File: config.mk
export PLATFORM = sky130hd
export DESIGN_NAME = indexed_deque_buffer_unit
export DESIGN_NICKNAME = d
export VERILOG_FILES = /design/src/idq_pkg.sv /design/src/idq_ram.sv /design/src/idq_ctrl.sv /design/src/indexed_deque_buffer_unit.sv
export SDC_FILE = /design/constraint.sdc
export NUM_CORES = 2
export LEC_CHECK = 0
export CAP_MARGIN = 20
export CORE_ASPECT_RATIO = 1.2
export CORE_MARGIN = 4
export CORE_UTILIZATION = 30
export CTS_BUF_LIST = sky130_fd_sc_hd__clkbuf_4 sky130_fd_sc_hd__clkbuf_8
export CTS_CLUSTER_SIZE = 25
export DETAILED_ROUTE_END_ITERATION = 10
export DONT_BUFFER_PORTS = 1
export HOLD_SLACK_MARGIN = 0.06
export SLEW_MARGIN = 20
export SYNTH_ARGS = -nofsm -noshare
export SYNTH_HDL_FRONTEND = slang
export SYNTH_HIERARCHICAL = 1
export SYNTH_SLANG_ARGS = --single-unit
File: constraint.sdc
create_clock -name aclk -period 6.2 [get_ports aclk]
set_input_delay 0.31 -clock aclk [delete_from_list [all_inputs] [get_ports aclk]]
set_output_delay 0.31 -clock aclk [all_outputs]
set_load 0.05 [all_outputs]
File: src/idq_pkg.sv
`timescale 1ns / 1ps
// Package for the indexed deque buffer: default sizes, operation and status
// codes, and the word types of both channels. Depends on nothing.

package idq_pkg;

    localparam int DEPTH_DEFAULT     = 128;
    localparam int WORD_BITS_DEFAULT = 32;

    // Operation codes carried in the operation field.
    localparam logic [2:0] OP_PUSH_BACK   = 3'd0;
    localparam logic [2:0] OP_PUSH_FRONT  = 3'd1;
    localparam logic [2:0] OP_POP_BACK    = 3'd2;
    localparam logic [2:0] OP_POP_FRONT   = 3'd3;
    localparam logic [2:0] OP_READ_INDEX  = 3'd4;
    localparam logic [2:0] OP_WRITE_INDEX = 3'd5;

    // Status codes carried in the status field.
    localparam logic [1:0] ST_OK        = 2'd0;
    localparam logic [1:0] ST_FULL      = 2'd1;
    localparam logic [1:0] ST_EMPTY     = 2'd2;
    localparam logic [1:0] ST_RANGE     = 2'd3;

    typedef struct packed {
        logic        [2:0]  operation;
        logic signed [31:0] value;
        logic        [6:0]  index;
    } idq_in_t;

    typedef struct packed {
        logic signed [31:0] data;
        logic        [7:0]  count;
        logic        [1:0]  status;
    } idq_out_t;

    // What the control stage hands to the result stage for one word.
    typedef struct packed {
        logic       rd;
        logic [7:0] count;
        logic [1:0] status;
    } idq_meta_t;

endpackage

File: src/idq_ram.sv
`timescale 1ns / 1ps
// Entry storage of the deque: one write port and one registered read port.
// Depends on nothing.

module idq_ram #(
    parameter int DEPTH     = 128,
    parameter int WORD_BITS = 32
) (
    input  logic                         aclk,
    input  logic                         we,
    input  logic [$clog2(DEPTH)-1:0]     waddr,
    input  logic [WORD_BITS-1:0]         wdata,
    input  logic                         re,
    input  logic [$clog2(DEPTH)-1:0]     raddr,
    output logic [WORD_BITS-1:0]         rdata
);

    logic [WORD_BITS-1:0] mem [DEPTH];
    logic [WORD_BITS-1:0] rdata_reg;

    always_ff @(posedge aclk) begin
        if (we) begin
            mem[waddr] <= wdata;
        end
    end

    // The read data holds while no new read is issued.
    always_ff @(posedge aclk) begin
        if (re) begin
            rdata_reg <= mem[raddr];
        end
    end

    assign rdata = rdata_reg;

endmodule

File: src/idq_ctrl.sv
`timescale 1ns / 1ps
// Head and count registers of the deque, and decoding of one operation into
// a memory access plus result information. Depends on idq_pkg.

module idq_ctrl #(
    parameter int DEPTH     = 128,
    parameter int WORD_BITS = 32
) (
    input  logic                      aclk,
    input  logic                      aresetn,
    input  logic                      step,
    input  idq_pkg::idq_in_t          item,
    output logic                      mem_we,
    output logic                      mem_re,
    output logic [$clog2(DEPTH)-1:0]  mem_addr,
    output logic [WORD_BITS-1:0]      mem_wdata,
    output idq_pkg::idq_meta_t        meta
);
    import idq_pkg::*;

    localparam int AW   = $clog2(DEPTH);
    localparam int CW   = $clog2(DEPTH + 1);
    localparam int CMPW = (CW > 7) ? CW : 7;

    logic [AW-1:0]   head_reg, head_next;
    logic [CW-1:0]   cnt_reg, cnt_next;

    logic            full, empty, idx_ok;
    logic [CMPW-1:0] idx_w, cnt_w;
    logic [CW-1:0]   offset;
    logic [AW-1:0]   slot, head_dec, head_inc;
    logic signed [63:0] value_ext;

    // Physical slot of head plus an offset below DEPTH.
    function automatic logic [AW-1:0] wrap_add(input logic [AW-1:0] base,
                                               input logic [CW-1:0] off);
        logic [CW:0] sum;
        sum = (CW+1)'(base) + (CW+1)'(off);
        if (sum >= (CW+1)'(DEPTH)) begin
            sum = sum - (CW+1)'(DEPTH);
        end
        return sum[AW-1:0];
    endfunction

    assign full   = (cnt_reg == CW'(DEPTH));
    assign empty  = (cnt_reg == '0);
    assign idx_w  = CMPW'(item.index);
    assign cnt_w  = CMPW'(cnt_reg);
    assign idx_ok = (idx_w < cnt_w);

    assign head_dec = (head_reg == '0) ? AW'(DEPTH - 1) : head_reg - AW'(1);
    assign head_inc = wrap_add(head_reg, CW'(1));

    always_comb begin
        case (item.operation)
            OP_PUSH_BACK:   offset = cnt_reg;
            OP_POP_BACK:    offset = cnt_reg - CW'(1);
            OP_READ_INDEX,
            OP_WRITE_INDEX: offset = CW'(idx_w);
            default:        offset = '0;
        endcase
    end

    assign slot      = wrap_add(head_reg, offset);
    assign value_ext = 64'(item.value);
    assign mem_wdata = value_ext[WORD_BITS-1:0];

    always_comb begin
        mem_we      = 1'b0;
        mem_re      = 1'b0;
        mem_addr    = slot;
        head_next   = head_reg;
        cnt_next    = cnt_reg;
        meta.rd     = 1'b0;
        meta.status = ST_OK;
        case (item.operation)
            OP_PUSH_BACK: begin
                if (full) begin
                    meta.status = ST_FULL;
                end else begin
                    mem_we   = 1'b1;
                    cnt_next = cnt_reg + CW'(1);
                end
            end
            OP_PUSH_FRONT: begin
                mem_addr = head_dec;
                if (full) begin
                    meta.status = ST_FULL;
                end else begin
                    mem_we    = 1'b1;
                    head_next = head_dec;
                    cnt_next  = cnt_reg + CW'(1);
                end
            end
            OP_POP_BACK: begin
                if (empty) begin
                    meta.status = ST_EMPTY;
                end else begin
                    mem_re   = 1'b1;
                    meta.rd  = 1'b1;
                    cnt_next = cnt_reg - CW'(1);
                end
            end
            OP_POP_FRONT: begin
                if (empty) begin
                    meta.status = ST_EMPTY;
                end else begin
                    mem_re    = 1'b1;
                    meta.rd   = 1'b1;
                    head_next = head_inc;
                    cnt_next  = cnt_reg - CW'(1);
                end
            end
            OP_READ_INDEX: begin
                if (!idx_ok) begin
                    meta.status = ST_RANGE;
                end else begin
                    mem_re  = 1'b1;
                    meta.rd = 1'b1;
                end
            end
            OP_WRITE_INDEX: begin
                if (!idx_ok) begin
                    meta.status = ST_RANGE;
                end else begin
                    mem_we = 1'b1;
                end
            end
            default: begin
            end
        endcase
        if (!step) begin
            mem_we = 1'b0;
            mem_re = 1'b0;
        end
        meta.count = 8'(cnt_next);
    end

    always_ff @(posedge aclk) begin
        if (!aresetn) begin
            head_reg <= '0;
            cnt_reg  <= '0;
        end else if (step) begin
            head_reg <= head_next;
            cnt_reg  <= cnt_next;
        end
    end

endmodule

File: src/indexed_deque_buffer_unit.sv
`timescale 1ns / 1ps
// Indexed deque buffer: a double-ended queue of signed words in a ring memory.
// Depends on idq_pkg, idq_ctrl and idq_ram.
//
// Usage:
// The s_ channel takes one operation word (operation, value, index); the m_
// channel returns exactly one result word per operation (data, count,
// status), in order. Pushes and index writes return data 0; a push to a full
// queue, a pop from an empty one and an index at or beyond the count are
// flagged in status and change nothing.
// Pipeline: the memory read and the pipeline register load at the accepting
// edge, then the result register loads from them once it is free, and
// m_valid is driven from the result register.
// Throughput is one operation per cycle while results are taken; the
// memory ports share one address, and head and count load every accepted cycle.
// Reset empties the queue (head and count cleared) at once; no clearing
// pass is needed, as the entries are only read after they were written.
// When the receiver stalls, the result register holds; one more word may
// enter behind it, and then s_ready drops until the result register is taken.

module indexed_deque_buffer_unit #(
    parameter int DEPTH     = idq_pkg::DEPTH_DEFAULT,
    parameter int WORD_BITS = idq_pkg::WORD_BITS_DEFAULT
) (
    input  logic              aclk,
    input  logic              aresetn,
    input  logic              s_valid,
    output logic              s_ready,
    input  idq_pkg::idq_in_t  s_data,
    output logic              m_valid,
    input  logic              m_ready,
    output idq_pkg::idq_out_t m_data
);
    import idq_pkg::*;

    localparam int AW = $clog2(DEPTH);

    logic                 step;
    logic                 mem_we, mem_re;
    logic [AW-1:0]        mem_addr;
    logic [WORD_BITS-1:0] mem_wdata, mem_rdata;
    idq_meta_t            meta;

    logic                 p_valid_reg;
    idq_meta_t            p_meta_reg;
    logic                 o_valid_reg;
    idq_out_t             o_word_reg, o_word_next;
    logic                 p_advance;
    logic signed [63:0]   rdata_ext;

    assign p_advance = !o_valid_reg || m_ready;
    assign s_ready   = !p_valid_reg || p_advance;
    assign step      = s_valid && s_ready;

    idq_ctrl #(
        .DEPTH    (DEPTH),
        .WORD_BITS(WORD_BITS)
    ) u_ctrl (
        .aclk     (aclk),
        .aresetn  (aresetn),
        .step     (step),
        .item     (s_data),
        .mem_we   (mem_we),
        .mem_re   (mem_re),
        .mem_addr (mem_addr),
        .mem_wdata(mem_wdata),
        .meta     (meta)
    );

    idq_ram #(
        .DEPTH    (DEPTH),
        .WORD_BITS(WORD_BITS)
    ) u_ram (
        .aclk  (aclk),
        .we    (mem_we),
        .waddr (mem_addr),
        .wdata (mem_wdata),
        .re    (mem_re),
        .raddr (mem_addr),
        .rdata (mem_rdata)
    );

    // Stored words are sign-extended from WORD_BITS before landing in data.
    assign rdata_ext = 64'(signed'(mem_rdata));

    always_comb begin
        o_word_next.data   = p_meta_reg.rd ? rdata_ext[31:0] : 32'sd0;
        o_word_next.count  = p_meta_reg.count;
        o_word_next.status = p_meta_reg.status;
    end

    always_ff @(posedge aclk) begin
        if (!aresetn) begin
            p_valid_reg <= 1'b0;
            o_valid_reg <= 1'b0;
        end else begin
            if (s_ready) begin
                p_valid_reg <= s_valid;
            end
            if (p_advance) begin
                o_valid_reg <= p_valid_reg;
            end
        end
    end

    always_ff @(posedge aclk) begin
        if (step) begin
            p_meta_reg <= meta;
        end
        if (p_advance && p_valid_reg) begin
            o_word_reg <= o_word_next;
        end
    end

    assign m_valid = o_valid_reg;
    assign m_data  = o_word_reg;

endmodule
* Word level (Yosys, flattened, before mapping) *
Memory sizes are Yosys's and may differ from the RTL's. A register that Yosys moved wholly into a read port is not among the register bits.
Index checks and enable logic that the tools add are counted.

storage, ports and cells
  flip-flop bits (word level) = 70
  bits in latches = 0
  RAM bits = 4,096
  memory bits (read-only) = 0
  input port bits = 46
  output and inout bits = 44
  word-level logic and storage cells = 67
  memories kept = 1

memories
  memory     depth  width  rd ports  clocked after memory_dff  write ports  line           RTL
  u_ram.mem  128    32     1         1                         1            idq_ram.sv:18  logic [WORD_BITS-1:0] mem [DEPTH];

cells by class
  $add $sub $neg = 7
  multiply operators = 0
  div/mod/pow operators = 0
  magnitude comparators = 3
  equality and inequality tests = 8
  shifts and indexed selects = 0
  muxes and demuxes = 24
  bitwise operators = 0
  reduce and logical (&&, ||, !) cells = 14

operator list
  cell                   count
  $mux W7                6
  $pmux W8 S3            1
  $sub A7 B1 Y7 const B  3
  $mux W8                2
  $pmux W8 S2            1
  $pmux W7 S2            1
  $add A7 B8 Y9          1
  $ge A9 B8 Y1 const B   1
  $add A7 B1 Y8 const B  1
  $add A8 B1 Y8 const B  1
  $eq A8 B8 Y1 const B   1
  $ge A8 B8 Y1 const B   1
  $logic_not A8 Y1       1
  $lt A7 B8 Y1           1
  $mux W1                8
  $sub A8 B1 Y8 const B  1
  $logic_not A7 Y1       1
  $eq A3 B2 Y1 const B   2
  $eq A3 B3 Y1 const B   2
  $pmux W2 S3            1
  $reduce_or A2 Y1       3
  $mux W2                2
  $ne A2 B2 Y1 const B   2
  $pmux W1 S2            2
  other kinds (7)        10

* Longest topological paths before layout *
  depth in word-level cells = 7
  gate-level depth with buffers = 17
  gate-level depth less buffers = 15

* By module *
The synthesis kept the hierarchy.

modules (own cells, without submodules)
  module                     times used  cells an instance  area each (um^2)  sequential area each (um^2)
  idq_ram                    1           5,990              156,596.4         123,958.9
  idq_ctrl                   1           326                2,381.0           300.3
  indexed_deque_buffer_unit  1           97                 1,950.6           1,631.6

* Worst setup path after synthesis *
No wires, ideal clock.

  path kind = input to register
  from = input s_data[40] (netlist bit)
  to = memory u_ram.mem[78][0], enable pin
  library setup time = 461 ps
  arrival = 5,942 ps
  data required time = 5,739 ps
  slack = -203 ps
  stages on the path = 15
  buffers on the path = 3
  path through = clkbuf_1 -> clkbuf_1 -> buf_1 -> xor2_1 -> a22o_1 -> ha_1 -> fa_1 -> a211oi_1 -> o21bai_1 -> a21oi_1 -> xor3_1 -> mux2i_1 -> nor2b_1 -> nand3_1 -> nor3_1

on the way
  cells in the longest elaborated chain, start to end = 7
  elaborated cells between the ends (all ways) = 17
  those cells by class = add/sub: 2; order compare: 1; eq/ne: 4; mux: 7; reduce/logical: 3

RTL lines
  element                                               line                             RTL
  start: declaration                                    indexed_deque_buffer_unit.sv:29  input idq_pkg::idq_in_t s_data,
  $eq A3 B3 Y1                                          idq_ctrl.sv:55                   case (item.operation)
  $reduce_or A2 Y1 (no line)                            -
  $pmux W8 S3                                           idq_ctrl.sv:55
  $add A7 B8 Y9                                         idq_ctrl.sv:38                   sum = (CW+1)'(base) + (CW+1)'(off);
  $ge A9 B8 Y1 / $sub A7 B1 Y7 (equally long branches)  idq_ctrl.sv:39, idq_ctrl.sv:40
  $mux W7                                               idq_ctrl.sv:39                   if (sum >= (CW+1)'(DEPTH)) begin
  $mux W7 *                                             idq_ctrl.sv:76                   case (item.operation)
  net mem_addr[6]                                       indexed_deque_buffer_unit.sv:40  logic [AW-1:0] mem_addr;
  end: declaration                                      idq_ram.sv:18

The timed path passes the listed nets; every way through them passes the cells marked *.

* Final worst setup path *
  from = register u_ctrl.cnt_reg[0]
  to = memory u_ram.mem[68][28], enable pin

on the way
  cells in the longest elaborated chain, start to end = 6
  elaborated cells between the ends (all ways) = 15
  those cells by class = add/sub: 3; order compare: 2; eq/ne: 1; mux: 9

RTL lines
  element                                               line                             RTL
  start: declaration                                    idq_ctrl.sv:26                   logic [CW-1:0] cnt_reg, cnt_next;
  start signal: assignment                              idq_ctrl.sv:145                  cnt_reg <= cnt_next;
  $sub A8 B1 Y8                                         idq_ctrl.sv:57                   OP_POP_BACK: offset = cnt_reg - CW'(1);
  $pmux W8 S3 *                                         idq_ctrl.sv:55
  $add A7 B8 Y9 *                                       idq_ctrl.sv:38
  $ge A9 B8 Y1 / $sub A7 B1 Y7 (equally long branches)  idq_ctrl.sv:39, idq_ctrl.sv:40
  $mux W7 *                                             idq_ctrl.sv:39
  $mux W7 *                                             idq_ctrl.sv:76
  net mem_addr[6]                                       indexed_deque_buffer_unit.sv:40

Marked as above.

==> impl_metrics.yaml <==
cells_and_area:
  drive_above_1_share_pct: 37.45
  seq_area_mm2: 0.1259
  layout.cells.non_filler: 14630
  final_common_cell: "edfxtp_1"
  area_growth_pct: 15.48
  fill_cells: 48570
  final_util_pct: 34.77
  nets: 7080
  final_cell_mix: "edfxtp_1, mux4_2, clkbuf_8"
  largest_reg_flops: 4096
  multi_input_area_mm2: 0.03440
clock_network:
  cts_setup_buffers: 0
  cts_made_buffers: 609
  cts.sinks: 4198
  clock_latency_ns: 1.21
  clock_path_buffers: 4
  post_cts_resized: 0
  cts.clk_slew.worst_paths_ns: 0.06
  cts-root-buf: "clkbuf_8"
  h-tree-depth: 6
  tritoncts: "built"
setup_path:
  worstPathCellList: "inv_1, ha_1, nor3b_1, nand2_1, xnor2_1, a22o_1, ha_1, o21ai_0, o21bai_1, a21oi_1, xor3_1, mux2i_4, nor2b_1, nand2_1, nor2_4, buf_4"
  max_stage_delay_ns: 0.67
  critPathSlowestCell: "nor2b_1"
  end_kind: "flop"
  arrival_ns: 6.88
  r2r_start: "u_ctrl/cnt_reg[0]$_SDFFE_PN0P_"
  crit_fanout: 12
  reg2reg_slack_ns: 0.19
  startpoint_type: "flop"
  critical_path_class: "reg2reg"
  worstPathRequired_ns: 7.07
  reg2reg_to: "u_ram/mem[68][28]$_DFFE_PP_"
  reg2reg_depth: 16
sta:
  grt_setup_unrepaired: "true"
  fin_skew_ns: 0.08386
  worst_slew_pin_slew_ns: 1.033
  slew_viol_final: 0
  setup_viol: 0
  period_needed_ns: 6.013
  layout_setup_ws_ns: 0.1872
  tns_ns: 0
  hold_viol_final: 0
  fmax_mhz: 166.3
  period_share_pct: 96.98
  slew_headroom_pct: 30.96
yosys:
  syn_avg_cell_area_um2: 25.09
  synthCells: 6413
  ys_seq_area_share_pct: 78.23
  synth.distinct_cells: 67
  syn-num-nets: 6477
  synth_edf_count: 4181
  syn_area_mm2: 0.1609
  ys.flop_type: "edfxtp_1"
  synthArstFlopShare_pct: 0
  ys_ff_latch: 4198
  yosys_warnings: 6
place:
  place_congestion: 0.7850
  numPortBuffers: 0
  dpl_worst_slack_ns: 0.4053
  hpwlAfterDp_mm: 232.3
  dp.cells: 13420
routing:
  drc: 0
  via_per_inst: 5.061
  ant_nets: 0
  drtIter0Drc: 9829
  vias: 74060
  wire_per_inst_um: 29.15
  dr.pass1.iters: 8
  drt_wl_total_mm: 426.5
floorplanning:
  fp.dieW_um: 676.6
  pin_count: 90
  die_y_um: 810.3
  rows: 294
  dieArea_mm2: 0.5483
  coreArea_mm2: 0.5345
  start_util_pct: 30.11
grt:
  grt_antenna_before_repair: 74
  grt_use_total_pct: 15.23
  grt_pass1_wl_mm: 598.8
  use_met2_pct: 25.77
  grt_remaining_overflow: 0
  grt.busiest_layer: "met2"
  gr-usage-met1_pct: 20.11
  grt_pass1_vias: 76610
  grt_max_degree: 129
  use_met3_pct: 2.697
min_path:
  whs_path_depth: 2
  hold_class: "in2reg"
  hold_end: "u_ram/mem[116][23]$_DFFE_PP_"
  worstHoldStart: "s_data[30]"
power:
  leakagePower_nw: 55.50
  power.total_w: 0.06141
  peakVddDrop_uv: 233.0
  power_density_mw_per_mm2: 330.4
job:
  maxCapViolCount: 0
status:
  status: "completed"
what timing repair did:
item / 4_1_cts / 5_1_grt
endpoints found under the setup margin: 0 / 444
endpoints found under the hold margin: 4222 / 0
hold buffers: 93 / 0
per-layer routing:
layer	share of wire (%)	wire length, um	vias up
met2	50	214400	3439
met4	2.6	11280	34
li1	-	-	29230
met5	0.053	226	-
met1	39	167100	40640
met3	7.8	33420	718
per-stage QoR:
stage / hold slack [ns] / instance area, um^2
after global placement: 0.4163 / 172400
final: 0.2405 / 185800
after floorplan: 0.4003 / 161000
after detailed placement: 0.4126 / 172400
after global routing: 0.1521 / 185800
after CTS: 0.06196 / 185700
cell usage after synthesis (18+ instances only):
master / number / area share [%]
edfxtp_1: 4181 / 78
mux4_2: 1344 / 19
clkbuf_1: 198 / 0.46
nor2_1: 137 / 0.32
buf_2: 82 / 0.26
buf_1: 53 / 0.12
nand2_1: 40 / 0.093
buf_4: 35 / 0.16
mux2_2: 33 / 0.23
and2_2: 32 / 0.15
o21ai_0: 25 / 0.078
nor3_1: 24 / 0.075
nand3_1: 23 / 0.072
a21oi_1: 18 / 0.056
critical path, delay by kind of cell, from the launching register on:
family	cells	cell delay, ns
XOR/XNOR	2	0.46
adder cells (fa/ha/maj)	2	0.62
AO/OA/AOI/OAI	4	0.77
flip-flops	1	0.41
buffers and inverters	2	0.53
AND/OR/NAND/NOR	5	2.58
multiplexers	1	0.28
layout make-up:
| type | count | share of cell area, % |
|---|---|---|
| sequential | 4198 | 67.74 |
| multi-input combinational | 1826 | 18.51 |
| clock buffer | 794 | 5.288 |
| tap | 7104 | 4.783 |
| timing repair buffer | 366 | 2.522 |
| clock inverter | 285 | 1.064 |
| antenna | 46 | 0.06194 |
| inverter | 15 | 0.03030 |
where the power goes:
part	internal (W)	switching, W
Combinational	0.00354	0.00462
Sequential	0.0314	0.000165
Clock	0.0111	0.0106
kinds of logic after synthesis:
group / count (synthesis) / synth area share (%)
DFF: 4198 / 78.23
muxes: 1384 / 19.08
adders and majority gates: 18 / 0.1446
xor gates and xnor gates: 20 / 0.1182
AOI/OAI and AO/OA: 101 / 0.4393
buffers and inverters: 389 / 1.069
and+or+nand+nor: 303 / 0.9174
worst max path at each step:
stage                                         startpoint                          end  slack, ns  cells past startpoint
after floorplan                               s_data[40]   u_ram/mem[82][0]$_DFFE_PP_      -0.20                     15
after global placement    u_ctrl/cnt_reg[0]$_SDFFE_PN0P_  u_ram/mem[88][23]$_DFFE_PP_       0.32                     16
after detailed placement  u_ctrl/cnt_reg[0]$_SDFFE_PN0P_  u_ram/mem[88][23]$_DFFE_PP_       0.41                     16
after CTS                 u_ctrl/cnt_reg[0]$_SDFFE_PN0P_  u_ram/mem[68][28]$_DFFE_PP_       0.31                     16
after global routing      u_ctrl/cnt_reg[0]$_SDFFE_PN0P_  u_ram/mem[68][24]$_DFFE_PP_      -0.11                     16
final                     u_ctrl/cnt_reg[0]$_SDFFE_PN0P_  u_ram/mem[68][28]$_DFFE_PP_       0.19                     16
(Power assumes the default switching activity.)
